### src/rtl/pat_pkg.sv
// Package for the parent-pointer tree table.
// Holds command and status codes, sequencer states and shared record types.
// No dependencies.
`default_nettype none

package pat_pkg;

  // Default number of entries the table holds
  localparam int unsigned CapacityDefault = 32;

  // Fixed field widths
  localparam int unsigned KeyW   = 16;
  localparam int unsigned ValW   = 8;
  localparam int unsigned LeafW  = 7;
  localparam int unsigned CmdW   = 2;
  localparam int unsigned StatW  = 3;

  typedef enum logic [CmdW-1:0] {
    CmdInsert   = 2'd0,
    CmdParent   = 2'd1,
    CmdChildren = 2'd2,
    CmdLeaves   = 2'd3
  } cmd_e;

  typedef enum logic [StatW-1:0] {
    StatOk       = 3'd0,
    StatDup      = 3'd1,
    StatNoParent = 3'd2,
    StatNoKey    = 3'd3,
    StatNoChild  = 3'd4,
    StatFull     = 3'd5
  } status_e;

  typedef enum logic [1:0] {
    SqIdle   = 2'd0,
    SqScan   = 2'd1,
    SqFinish = 2'd2
  } seq_state_e;

  // One stored table entry
  typedef struct packed {
    logic [KeyW-1:0] key;
    logic [ValW-1:0] value;
    logic [KeyW-1:0] parent;
  } entry_t;

  // Compare unit outcome for one entry
  typedef struct packed {
    logic key_hit;    // entry key equals item key
    logic pkey_hit;   // entry key equals item parent key
    logic child_hit;  // non-root entry whose parent equals item parent key
  } match_t;

  // One result transaction
  typedef struct packed {
    status_e          status;
    logic [KeyW-1:0]  out_key;
    logic [ValW-1:0]  out_value;
    logic [KeyW-1:0]  out_parent;
    logic             is_root;
    logic [LeafW-1:0] leaf_count;
    logic             last;
  } result_t;

endpackage

`default_nettype wire

### src/rtl/pat_store.sv
// Entry memory of the tree table: one write port, one registered read port.
// Depends on pat_pkg.
`default_nettype none

module pat_store
  import pat_pkg::*;
#(
  parameter int unsigned Capacity = CapacityDefault
) (
  input  wire logic                        clk_i,
  input  wire logic                        rd_en_i,
  input  wire logic [$clog2(Capacity)-1:0] rd_addr_i,
  output      entry_t                      rd_entry_o,
  input  wire logic                        wr_en_i,
  input  wire logic [$clog2(Capacity)-1:0] wr_addr_i,
  input  wire entry_t                      wr_entry_i
);

  entry_t mem_q [Capacity];
  entry_t rd_q;

  // Write port; contents undefined until written
  always_ff @(posedge clk_i) begin
    if (wr_en_i) begin
      mem_q[wr_addr_i] <= wr_entry_i;
    end
  end

  // Registered read port
  always_ff @(posedge clk_i) begin
    if (rd_en_i) begin
      rd_q <= mem_q[rd_addr_i];
    end
  end

  assign rd_entry_o = rd_q;

endmodule

`default_nettype wire

### src/rtl/pat_match.sv
// Shared compare unit: checks one scanned entry against the current transaction.
// Depends on pat_pkg.
`default_nettype none

module pat_match
  import pat_pkg::*;
(
  input  wire entry_t          entry_i,
  input  wire logic            is_first_i,  // entry is the root slot
  input  wire logic [KeyW-1:0] key_i,
  input  wire logic [KeyW-1:0] pkey_i,
  output      match_t          match_o
);

  always_comb begin
    match_o.key_hit   = (entry_i.key == key_i);
    match_o.pkey_hit  = (entry_i.key == pkey_i);
    // root parent slot is never compared
    match_o.child_hit = !is_first_i && (entry_i.parent == pkey_i);
  end

endmodule

`default_nettype wire

### src/rtl/pat_ctrl.sv
// Sequencer of the tree table: scans stored entries one per cycle through the
// compare unit and issues results. Depends on pat_pkg, pat_match.
`default_nettype none

module pat_ctrl
  import pat_pkg::*;
#(
  parameter int unsigned Capacity = CapacityDefault
) (
  input  wire logic                        clk_i,
  input  wire logic                        rst_ni,
  input  wire logic                        start,
  output      logic                        busy,
  input  wire logic [CmdW-1:0]             cmd_i,
  input  wire logic [KeyW-1:0]             key_i,
  input  wire logic [ValW-1:0]             value_i,
  input  wire logic [KeyW-1:0]             parent_key_i,
  output      logic                        rd_en_o,
  output      logic [$clog2(Capacity)-1:0] rd_addr_o,
  input  wire entry_t                      rd_entry_i,
  output      logic                        wr_en_o,
  output      logic [$clog2(Capacity)-1:0] wr_addr_o,
  output      entry_t                      wr_entry_o,
  output      logic                        res_valid_o,
  output      result_t                     res_o
);

  localparam int unsigned AddrW = $clog2(Capacity);
  localparam int unsigned CntW  = $clog2(Capacity + 1);

  seq_state_e state_q, state_d;

  // Latched transaction
  cmd_e            cmd_q, cmd_d;
  logic [KeyW-1:0] key_q, key_d;
  logic [ValW-1:0] val_q, val_d;
  logic [KeyW-1:0] pkey_q, pkey_d;

  // Scan pointers: issue side and compare side
  logic [CntW-1:0]  idx_q, idx_d;
  logic             rvalid_q, rvalid_d;
  logic [AddrW-1:0] ridx_q, ridx_d;

  // Scan findings
  logic             hit_q, hit_d;
  logic             pfound_q, pfound_d;
  logic [AddrW-1:0] pidx_q, pidx_d;
  logic             qroot_q, qroot_d;
  logic [KeyW-1:0]  qpar_q, qpar_d;

  // Child waiting for its last flag
  logic            pend_q, pend_d;
  logic [KeyW-1:0] pend_key_q, pend_key_d;
  logic [ValW-1:0] pend_val_q, pend_val_d;

  // Table bookkeeping
  logic [CntW-1:0]     n_q, n_d;
  logic [CntW-1:0]     leaves_q, leaves_d;
  logic [Capacity-1:0] has_child_q, has_child_d;

  // Result register
  logic    valid_q, valid_d;
  result_t res_q, res_d;

  match_t match;

  pat_match u_match (
    .entry_i    (rd_entry_i),
    .is_first_i (ridx_q == '0),
    .key_i      (key_q),
    .pkey_i     (pkey_q),
    .match_o    (match)
  );

  // Control state
  always_ff @(posedge clk_i or negedge rst_ni) begin
    if (!rst_ni) begin
      state_q     <= SqIdle;
      idx_q       <= '0;
      rvalid_q    <= 1'b0;
      pend_q      <= 1'b0;
      n_q         <= '0;
      leaves_q    <= '0;
      has_child_q <= '0;
      valid_q     <= 1'b0;
    end else begin
      state_q     <= state_d;
      idx_q       <= idx_d;
      rvalid_q    <= rvalid_d;
      pend_q      <= pend_d;
      n_q         <= n_d;
      leaves_q    <= leaves_d;
      has_child_q <= has_child_d;
      valid_q     <= valid_d;
    end
  end

  // Payload registers
  always_ff @(posedge clk_i) begin
    cmd_q      <= cmd_d;
    key_q      <= key_d;
    val_q      <= val_d;
    pkey_q     <= pkey_d;
    ridx_q     <= ridx_d;
    hit_q      <= hit_d;
    pfound_q   <= pfound_d;
    pidx_q     <= pidx_d;
    qroot_q    <= qroot_d;
    qpar_q     <= qpar_d;
    pend_key_q <= pend_key_d;
    pend_val_q <= pend_val_d;
    res_q      <= res_d;
  end

  // Next state and outputs
  always_comb begin
    state_d     = state_q;
    cmd_d       = cmd_q;
    key_d       = key_q;
    val_d       = val_q;
    pkey_d      = pkey_q;
    idx_d       = idx_q;
    rvalid_d    = 1'b0;
    ridx_d      = ridx_q;
    hit_d       = hit_q;
    pfound_d    = pfound_q;
    pidx_d      = pidx_q;
    qroot_d     = qroot_q;
    qpar_d      = qpar_q;
    pend_d      = pend_q;
    pend_key_d  = pend_key_q;
    pend_val_d  = pend_val_q;
    n_d         = n_q;
    leaves_d    = leaves_q;
    has_child_d = has_child_q;
    valid_d     = 1'b0;
    res_d       = res_q;

    rd_en_o           = 1'b0;
    rd_addr_o         = idx_q[AddrW-1:0];
    wr_en_o           = 1'b0;
    wr_addr_o         = n_q[AddrW-1:0];
    wr_entry_o.key    = key_q;
    wr_entry_o.value  = val_q;
    wr_entry_o.parent = (n_q == '0) ? '0 : pkey_q;

    unique case (state_q)
      SqIdle: begin
        if (start) begin
          cmd_d    = cmd_e'(cmd_i);
          key_d    = key_i;
          val_d    = value_i;
          pkey_d   = parent_key_i;
          idx_d    = '0;
          hit_d    = 1'b0;
          pfound_d = 1'b0;
          qroot_d  = 1'b0;
          qpar_d   = '0;
          pend_d   = 1'b0;
          state_d  = SqScan;
        end
      end

      SqScan: begin
        // issue next read
        if (idx_q < n_q) begin
          rd_en_o  = 1'b1;
          rvalid_d = 1'b1;
          ridx_d   = idx_q[AddrW-1:0];
          idx_d    = CntW'(idx_q + 1'b1);
        end
        // compare the entry read last cycle
        if (rvalid_q) begin
          case (cmd_q)
            CmdInsert: begin
              if (match.key_hit) hit_d = 1'b1;
              if (match.pkey_hit) begin
                pfound_d = 1'b1;
                pidx_d   = ridx_q;
              end
            end
            CmdParent: begin
              if (match.key_hit) begin
                hit_d   = 1'b1;
                qroot_d = (ridx_q == '0);
                qpar_d  = (ridx_q == '0) ? '0 : rd_entry_i.parent;
              end
            end
            CmdChildren: begin
              if (match.child_hit) begin
                // a newer child means the pending one is not last
                if (pend_q) begin
                  valid_d         = 1'b1;
                  res_d           = '0;
                  res_d.status    = StatOk;
                  res_d.out_key   = pend_key_q;
                  res_d.out_value = pend_val_q;
                end
                pend_d     = 1'b1;
                pend_key_d = rd_entry_i.key;
                pend_val_d = rd_entry_i.value;
              end
            end
            default: ;
          endcase
        end
        if ((idx_q == n_q) && !rvalid_q) begin
          state_d = SqFinish;
        end
      end

      SqFinish: begin
        valid_d      = 1'b1;
        res_d        = '0;
        res_d.last   = 1'b1;
        res_d.status = StatOk;
        case (cmd_q)
          CmdInsert: begin
            if (hit_q) begin
              res_d.status = StatDup;
            end else if (n_q >= CntW'(Capacity)) begin
              res_d.status = StatFull;
            end else if ((n_q != '0) && !pfound_q) begin
              res_d.status = StatNoParent;
            end else begin
              // append entry and keep the leaf count current
              wr_en_o                         = 1'b1;
              n_d                             = CntW'(n_q + 1'b1);
              has_child_d[n_q[AddrW-1:0]]     = 1'b0;
              if (n_q == '0) begin
                leaves_d = CntW'(1);
              end else begin
                has_child_d[pidx_q] = 1'b1;
                if (has_child_q[pidx_q]) leaves_d = CntW'(leaves_q + 1'b1);
              end
            end
          end
          CmdParent: begin
            if (!hit_q) begin
              res_d.status = StatNoKey;
            end else begin
              res_d.is_root    = qroot_q;
              res_d.out_parent = qpar_q;
            end
          end
          CmdChildren: begin
            if (pend_q) begin
              res_d.out_key   = pend_key_q;
              res_d.out_value = pend_val_q;
            end else begin
              res_d.status = StatNoChild;
            end
          end
          default: begin
            res_d.leaf_count = LeafW'(leaves_q);
          end
        endcase
        state_d = SqIdle;
      end

      default: state_d = SqIdle;
    endcase
  end

  assign busy        = (state_q != SqIdle);
  assign res_valid_o = valid_q;
  assign res_o       = res_q;

endmodule

`default_nettype wire

### src/rtl/parent_array_tree_table.sv
// Parent-pointer tree table. Each transaction scans all n stored entries, n being the
// number of stored entries, with one memory read and one compare per cycle, and then issues
// its final result. A new transaction is taken only once the previous one has finished,
// while busy is low. Children arrive as one strobe each.
// Reset (asynchronous, active low) empties the table; memory contents are
// left as they are. Results are strobed once and cannot be stalled.
`default_nettype none

module parent_array_tree_table
  import pat_pkg::*;
#(
  parameter int unsigned Capacity = CapacityDefault
) (
  input  wire logic              clk_i,
  input  wire logic              rst_ni,
  input  wire logic              start,
  output      logic              busy,
  input  wire logic [CmdW-1:0]   cmd_i,
  input  wire logic [KeyW-1:0]   key_i,
  input  wire logic [ValW-1:0]   value_i,
  input  wire logic [KeyW-1:0]   parent_key_i,
  output      logic              valid_o,
  output      logic [StatW-1:0]  status_o,
  output      logic [KeyW-1:0]   out_key_o,
  output      logic [ValW-1:0]   out_value_o,
  output      logic [KeyW-1:0]   out_parent_o,
  output      logic              is_root_o,
  output      logic [LeafW-1:0]  leaf_count_o,
  output      logic              last_o
);

  localparam int unsigned AddrW = $clog2(Capacity);

  logic             rd_en;
  logic [AddrW-1:0] rd_addr;
  entry_t           rd_entry;
  logic             wr_en;
  logic [AddrW-1:0] wr_addr;
  entry_t           wr_entry;
  result_t          res;

  pat_ctrl #(
    .Capacity (Capacity)
  ) u_ctrl (
    .clk_i        (clk_i),
    .rst_ni       (rst_ni),
    .start        (start),
    .busy         (busy),
    .cmd_i        (cmd_i),
    .key_i        (key_i),
    .value_i      (value_i),
    .parent_key_i (parent_key_i),
    .rd_en_o      (rd_en),
    .rd_addr_o    (rd_addr),
    .rd_entry_i   (rd_entry),
    .wr_en_o      (wr_en),
    .wr_addr_o    (wr_addr),
    .wr_entry_o   (wr_entry),
    .res_valid_o  (valid_o),
    .res_o        (res)
  );

  pat_store #(
    .Capacity (Capacity)
  ) u_store (
    .clk_i      (clk_i),
    .rd_en_i    (rd_en),
    .rd_addr_i  (rd_addr),
    .rd_entry_o (rd_entry),
    .wr_en_i    (wr_en),
    .wr_addr_i  (wr_addr),
    .wr_entry_i (wr_entry)
  );

  // Result fields onto ports
  assign status_o     = res.status;
  assign out_key_o    = res.out_key;
  assign out_value_o  = res.out_value;
  assign out_parent_o = res.out_parent;
  assign is_root_o    = res.is_root;
  assign leaf_count_o = res.leaf_count;
  assign last_o       = res.last;

endmodule

`default_nettype wire

### config.mk
export PLATFORM = sky130hd
export DESIGN_NAME = parent_array_tree_table
export DESIGN_NICKNAME = d
export VERILOG_FILES = /design/src/rtl/pat_pkg.sv /design/src/rtl/pat_store.sv /design/src/rtl/pat_match.sv /design/src/rtl/pat_ctrl.sv /design/src/rtl/parent_array_tree_table.sv
export SDC_FILE = /design/constraint.sdc
export NUM_CORES = 1
export LEC_CHECK = 0
export BUFFER_PORTS_ARGS = -buffer_cell sky130_fd_sc_hd__buf_2
export CAP_MARGIN = 0
export CORE_AREA = 2 2 450 340
export DETAILED_ROUTE_END_ITERATION = 7
export DIE_AREA = 0 0 452 342
export GPL_TIMING_DRIVEN = 0
export PLACE_DENSITY = 0.57
export SLEW_MARGIN = 20
export SYNTH_ARGS = -nofsm -noshare
export SYNTH_HDL_FRONTEND = slang
export SYNTH_HIERARCHICAL = 1
export SYNTH_SLANG_ARGS = --single-unit
### constraint.sdc
create_clock -name clk_i -period 14.7 [get_ports clk_i]
set_clock_uncertainty 0.1 [all_clocks]
set_input_delay 2.94 -clock clk_i [delete_from_list [all_inputs] [get_ports clk_i]]
set_output_delay 2.94 -clock clk_i [all_outputs]
set_load 0.01 [all_outputs]
Word-level counts from Yosys, hierarchy flattened
Memory sizes are Yosys's and may differ from the RTL's. A register that Yosys moved wholly into a read port is not among the register bits. Cells that the tools add are included.

$add $sub $neg: 3. Magnitude comparators: 6. Equal/unequal tests: 20. Mux-type cells: 69. Bitwise operators: 6. Reduce and logical (&&, ||, !) cells: 32.

Operator list (number): $mux 52 (4); $pmux 52 s2 (1); $mux 16 (6); $eq 16x16->1 (3); $mux 24 (2); $mux 17 (2); $and 32x32->32 (1); $mux 32 (1); $not 32->32 (1); $or 32x32->32 (1); $pmux 16 s2 (1); $mux 6 (5); $reduce_and 5->1 (6); $mux 1 (29); $ne 2x1->1 const B (10); $add 6x1->6 const B (3); $lt 5x6->1 const B (2); $pmux 6 s2 (1); $demux 1 s5 (2); $ge 5x1->1 const B (2); $pmux 1 s2 (5); $mux 3 (3); $pmux 3 s3 (1); $mux 2 (4); other kinds (22) (40).

Register bits after elaboration: 202. RAM bits: 1280. Input port bits: 45. Output and inout port bits: 54. Word-level logic and storage cells: 164. Memories kept: 1.

Memories: u_store.mem_q (words 32, width 40, read ports 1, clocked after Yosys merged registers in 1, wr ports 1, RTL line pat_store.sv:19) `entry_t mem_q [Capacity];`.

Depth between registers and ports, before layout
Gate-level depths: netlist (run 1).

Depth in word-level cells: 9. Depth in mapped cells: 10. Depth with buffers taken out: 9.

By module
The synthesis (run 1) kept the hierarchy.

By module, submodules not included: pat_store (times used 1, cells an instance 2813, area an instance 50965.1 um^2, seq. area each 39638.0 um^2); pat_ctrl (times used 1, cells an instance 592, area an instance 8252.9 um^2, seq. area each 5760.5 um^2); pat_match (times used 1, cells an instance 64, area an instance 523.0 um^2, seq. area each 0.0 um^2).

Worst setup path before layout (run 1)
OpenSTA, ideal clock, no wires.

Path kind: reg-to-reg. Start point: register u_ctrl.state_q[1]. End point: register u_ctrl.res_q (netlist bit u_ctrl/res_o[0]) (enable). Setup time: 530 ps. Data arrival time: 4494 ps. Required time: 14070 ps. Setup slack: 9576 ps. Cell stages (with the launch flop): 5. Path buffers: 1. Period minus slack after synthesis: 5124 ps. Cell sequence: dfrtp_1 -> inv_1 -> ha_1 -> clkbuf_1 -> o21ai_0.

Word-level cells in the longest chain between the ends: 3. Elaborated cells on any way between the ends: 8. Classes of those cells: eq/ne (6); reduce/logical (2).

RTL lines: start, declared (RTL line pat_ctrl.sv:31) `seq_state_e state_q, state_d;`; start signal, assigned (RTL line pat_ctrl.sv:78) `state_q <= SqIdle;`; start signal, assigned (RTL line pat_ctrl.sv:87) `state_q <= state_d;`; $eq 2x1->1 / $eq 2x2->1 (equally long branches) (RTL line pat_ctrl.sv:147) `unique case (state_q)`; $ne 2x1->1 (no source line) / $reduce_bool 2->1 (equally long branches); $reduce_and 5->1 (no source line) *; end signal, assigned (RTL line pat_ctrl.sv:112) `res_q <= res_d;`; end, declared (RTL line pat_ctrl.sv:63) `result_t res_q, res_d;`.

Mark *: on every way between the ends. The rest lies on a longest branch, timed or not. A chain may end at the register's enable or synchronous reset.

Worst setup path in the final report (run 1)
Start point: register u_ctrl.state_q[0]. End point: output port busy.

Word-level cells in the longest chain between the ends: 1.

RTL lines: $reduce_bool 2->1 (RTL line pat_ctrl.sv:265) `assign busy = (state_q != SqIdle);`; end, declared (RTL line parent_array_tree_table.sv:17) `output logic busy,`.

No other way between the ends.

==> results.toml, run 1 <==
[route]
drtIter0Drc = 3512
ant_nets = 0
first_pass_iters = 5
wl_per_cell_um = 26.4
vias = 32300
routed_via_density = 5.42
routed_wl_mm = 157
drcViolationCount = 0

[min_path]
hold_path_class = "reg2reg"

[worst_setup_path]
setup.worst_path.end_class = "output pin"
path_max_fanout = 6
critPathLaunchType = "flip-flop"
required_ns = 11.66
arrival_ns = 1.86
crit_type = "reg2out"

[grt]
grt_overflow = 0
grt_max_degree = 56
antenna_found_initial = 6
first_global_vias = 31100
track_usage = 0.202
grt_pass1_wl_mm = 224

[power_and_ir_drop]
intPower_w = 0.00817
seq_power_share = 0.475
pwr-share-comb = 0.189
p_leak_nw = 22.6
ir_worst_vdd_uv = 131
clkPwrFrac = 0.337
powerDensity_nw_per_um2 = 163
finalPower_w = 0.0114
switching_share = 0.284
switching_power_w = 0.00325

[clocking]
cts_made_buffers = 149
clk_latency_ns = 0.78
cts_setup_buffers = 0
cts_resized = 0
cts_tree = "done"
root_buffer = "clkbuf_16"
cts.sinks = 1521
cts.htree.levels = 4
holdBufCountCts = 0
clk_pin_slew_ns = 0.06
clk_path_buf_depth = 3

[finish]
drive_gt1_frac = 0.149
final_nets = 3881
multi_input_area_um2 = 13400
layout_commonest_cell = "edfxtp_1"
seqCellArea_um2 = 45400
fillers = 12800
area_growth_pct = 17.5
layout_common_cells = "1466 x edfxtp_1, 645 x mux2i_1, 155 x clkbuf_16"

[synth]
yosys.cell_types.count = 65
syn_inst = 3469
syn_area_per_cell_um2 = 17.2
syn-cell-area_um2 = 59700
synth_seq_cells = 1521
synth_edf_count = 1466
synthArstFlopShare = 0.0362
yosys_warnings = 6
ys_seq_area_frac = 0.760
syn_nets = 3530
ys.flop_type = "edfxtp_1"

[timing]
rsz0062_at_grt = "no"
worst_pin_slew_ns = 1.20
slew-limit-headroom = 0.200
period_needed_ns = 4.90
fmax_ghz = 0.204
fin_setup_tns_ns = 0
period_share = 0.334
setup_viol = 0
slew_viol_final = 0
hold_viol_final = 0

[die]
core_um2 = 151000
rows = 124
die_area_um2 = 155000
ios = 99
start_util = 0.396
die_w_um = 452
die_h_um = 342

[flow_run]
drv_cap = 0

[placed_design]
io_buffer_count = 97
gp_congestion = 0.832
dp_hpwl_mm = 108

[outcome]
status = "completed"
-- power by group through the flow --
stage,clock [W],sequential (W),combinational [W]
CTS,0.00392,0.00546,0.00210
finish,0.00384,0.00542,0.00215
global route,0.00410,0.00543,0.00229
floorplan,0,0.00546,0.00123
global placement,0,0.00561,0.00195
detailed placement,0,0.00555,0.00209
-- synth_stat cells, types with 2 or more instances --
cell         n  area (um2)
edfxtp_1  1466       44000
mux2i_1    645        6460
nand2_1    151         567
nand3_1    146         731
a21oi_1    125         626
a22oi_1    120         901
a22o_1      84         736
and2_1      82         513
clkbuf_1    75         282
o21ai_0     60         300
nor2_1      56         210
dfrtp_1     55        1380
nor3_1      54         270
a31oi_1     41         257
buf_4       36         270
xnor2_1     36         315
buf_2       32         160
buf_6       32         360
ha_1        16         200
xor2_1      16         140
inv_1       15        56.3
nand4_1     15        93.8
nand2b_1    12        75.1
buf_1       11        41.3
nand3b_1     8        60.1
mux4_2       7         158
and3_1       6        37.5
nor2b_1      6        37.5
nor4_1       6        37.5
clkbuf_4     5        37.5
o41ai_1      4        35.0
o211ai_1     3        22.5
o21a_1       3        22.5
o21ai_1      3        15.0
or4_1        3        22.5
a211oi_1     2        15.0
nand4b_1     2        17.5
nor2_2       2        12.5
or3b_2       2        17.5
-- layer usage --
| metal | GRT usage | up-vias | part of all wire |
|---|---|---|---|
| met5 | 0 | - | 0.00017 |
| met4 | 0.0599 | 6 | 0.026 |
| met3 | 0.0449 | 211 | 0.083 |
| met2 | 0.289 | 1145 | 0.43 |
| met1 | 0.308 | 16600 | 0.47 |
| li1 | - | 14400 | - |
-- cell type report --
type,instances,area share
diodes,2,0.0000713
plain buffers,191,0.0164
clock buffers,187,0.0575
clock inverters,84,0.0121
inverters,17,0.000909
multi-input cells,1740,0.191
flip-flops and latches,1521,0.647
well taps,2016,0.0359
repair buffers,200,0.0388
-- stage by stage --
step,util,setup WS (ns),instance area (um2),hold WS [ns],std cells
6_report,0.465,9.80,70200,0.306,5958
5_1_grt,0.465,9.65,70200,0.312,5956
4_1_cts,0.463,9.75,70000,0.303,5943
3_5_place_dp,0.431,9.68,65100,0.305,5672
3_3_place_gp,0.416,5.97,62700,0.304,5582
2_1_floorplan,-,9.58,59700,0.300,3469
-- state kept, by name, indices dropped and copies added, names as in the netlist, 2 cells and up --
signal,count
u_ctrl/ridx_q,5
u_ctrl/leaves_q,6
u_ctrl/n_q,6
u_ctrl/res_o,51
u_ctrl/pidx_q,5
u_ctrl/cmd_q,2
u_ctrl/state_q,2
u_ctrl/pkey_q,16
u_ctrl/pend_key_q,16
u_ctrl/has_child_q,32
u_ctrl/qpar_q,16
u_ctrl/pend_val_q,8
u_ctrl/key_q,16
u_ctrl/idx_q,6
u_ctrl/val_q,8
u_store/mem_q,1280
u_store/rd_entry_o,40
-- logic make-up (layout without fill, tap and decap cells) --
kind of cell               after synthesis  after routing  synth area share
xor gates and xnor gates                52             52           0.00762
other                                    1              3         0.0000628
adders and majority gates               16             16           0.00335
buffers and inverters                  208            679            0.0203
and+or+nand+nor                        560            560            0.0466
AOI/OAI and AO/OA                      458            458            0.0509
muxes                                  653            653             0.111
DFF                                   1521           1521             0.760
-- critical path, stage by stage (launching register included) --
cell and delay, ns:
dfrtp_1 0.38, inv_1 0.13, ha_1 0.28, inv_1 0.11
buf_2 0.17
-- worst paths after layout --
check	start	end	slack [ns]	cells after the start
hold / removal	u_store/rd_entry_o[23]	u_ctrl/pend_val_q[7]	0.31	0
min in group asynchronous	rst_ni	u_ctrl/leaves_q[0]	2.14	1
hold reg to reg	u_store/rd_entry_o[23]	u_ctrl/pend_val_q[7]	0.31	0
setup / recovery	u_ctrl/state_q[0]	busy	9.80	4
setup reg to reg	u_ctrl/state_q[0]	u_store/mem_q[4][17]	10.45	12
max in group asynchronous	rst_ni	u_ctrl/idx_q[0]	11.87	1
No activity file was read; power rests on OpenSTA's default activity.
==> run 2, diff against run 1 <==
Settings changed: PLACE_DENSITY 0.57 to 0.59.
Clock period 14.7 ns to 4.4 ns, I/O delays scaled along.
==> results.toml, run 2 (same netlist as run 1, synthesis figures left out) <==
[timing]
period_share = 0.954
setup_viol = 0
worst_pin_slew_ns = 1.09
period_needed_ns = 4.20
fmax_ghz = 0.238
fin_setup_tns_ns = 0
slew-limit-headroom = 0.270
rsz0062_at_grt = "no"
hold_viol_final = 0
slew_viol_final = 0

[route]
first_pass_iters = 6
routed_via_density = 5.50
ant_nets = 0
wl_per_cell_um = 26.6
routed_wl_mm = 158
vias = 32800
drtIter0Drc = 3996
drcViolationCount = 0

[worst_setup_path]
crit_type = "reg2reg"
arrival_ns = 4.58
path_cells = "inv_1 -> ha_1 -> inv_1 -> nor2_1 -> o211ai_2 -> inv_2 -> buf_2 -> nand3b_1 -> nor2_4 -> buf_16 -> buf_12"
cp_slowest_cell = "nand3b_1"
reg2reg_depth = 11
cp_common_cell = "inv_1"
setup.worst_path.end_class = "flip-flop"
required_ns = 4.78
timing.rr.start = "u_ctrl/state_q[0]"
slowest_delay_ns = 0.73
cp_top_family = "simple AND/OR/NAND/NOR gates"
critPathLaunchType = "flip-flop"
cp_num_buf_inv = 6
worstReg2RegEnd = "u_store/mem_q[2][28]"
path_max_fanout = 19
reg2reg_slack_ns = 0.20

[finish]
final_util = 0.464
antenna_cells = 0
drive_gt1_frac = 0.150
fillers = 12800
fin_cells = 5964
area_growth_pct = 17.4
top_register = "u_store/mem_q"
layout_common_cells = "1466 x edfxtp_1, 645 x mux2i_1, 151 x clkbuf_16, 151 x nand2_1, 146 x nand3_1"
layout_commonest_cell = "edfxtp_1"
largest_register_ffs = 1280
final_nets = 3885

[placed_design]
dp_hpwl_mm = 106
io_buffer_count = 97
gp_congestion = 0.840
dp.cells = 5666

[die]
die_w_um = 452
core_um2 = 151000
rows = 124
die_area_um2 = 155000
die_h_um = 342
start_util = 0.396
ios = 99

[power_and_ir_drop]
p_leak_nw = 22.6
powerDensity_nw_per_um2 = 545
ir_worst_vdd_uv = 405

[clocking]
clk_pin_slew_ns = 0.06
cts_made_buffers = 150
cts.htree.levels = 4
clk_path_buf_depth = 3
cts_tree = "done"
clk_latency_ns = 0.79
holdBufCountCts = 0
root_buffer = "clkbuf_16"
cts.sinks = 1521

[grt]
grt_pass1_wl_mm = 225
grt_overflow = 0
first_global_vias = 31700
antenna_found_initial = 8
track_usage = 0.203
grt_max_degree = 56

[min_path]
hold_path_class = "in2async"

[flow_run]
drv_cap = 0

[outcome]
status = "completed"
==> run 2: changes by cell type in the layout (fill, tap and decap cells not counted), sizes merged <==
cell	previous run	this run
inv	25	26
clkbuf	267	260
diode	2	0
clkinv	57	67
bufinv	15	14
buf	311	314
clkinvlp	4	6
==> run 2: per-stage QoR <==
stage	hold slack, ns	cell area (um2)	power (W)	setup slack (ns)
after floorplan	0.300	59700	0.0223	0.0230
after global placement	0.305	62800	0.0253	-2.62
after detailed placement	0.305	64900	0.0256	-0.00716
after CTS	0.0480	69800	0.0384	0.0981
after global routing	0.115	70100	0.0395	0.00391
final	0.0669	70100	0.0382	0.201
==> run 2: power breakdown <==
part | leakage, nW | switching, W | internal (W)
Combinational | 6.19 | 0.00493 | 0.00243
Sequential | 14.1 | 0.000595 | 0.0175
Clock | 2.36 | 0.00557 | 0.00722
==> run 2: area by class of cell <==
cell class	count	area, um2	area share
Buffer	191	1150	0.0164
Clock buffer	180	3910	0.0557
Clock inverter	96	956	0.0136
Inverter	17	63.8	0.000910
Multi-Input combinational cell	1740	13400	0.192
Sequential cell	1521	45400	0.648
Tap cell	2016	2520	0.0360
Timing Repair Buffer	203	2680	0.0382
==> run 2: worst max-delay path by stage <==
stage                                  from  depth (start not counted)  slack [ns]                    end
after floorplan               u_ctrl/n_q[0]                          9        0.02   u_store/mem_q[12][0]
after global placement        u_ctrl/n_q[1]                          9       -2.62  u_store/mem_q[24][23]
after detailed placement  u_ctrl/state_q[0]                         12      -0.007   u_store/mem_q[4][19]
after CTS                 u_ctrl/state_q[0]                         11         0.1   u_store/mem_q[5][13]
after global routing      u_ctrl/state_q[0]                         10       0.004  u_store/mem_q[25][19]
final                     u_ctrl/state_q[0]                         11        0.20   u_store/mem_q[2][28]
==> run 2: what timing repair did <==
item	in CTS	in global routing
gates resized for setup	0	0
endpoints found under the setup margin	14	84
pin swaps	1	4
setup buffers	1	8
==> run 2: layer usage <==
metal | GRT usage | vias to the layer above | routed length (um)
met4 | 0.0634 | 6 | 4520
met2 | 0.290 | 1375 | 67800
met1 | 0.312 | 16900 | 72300
met3 | 0.0383 | 251 | 13800
li1 | - | 14300 | -
met5 | 0 | - | 36
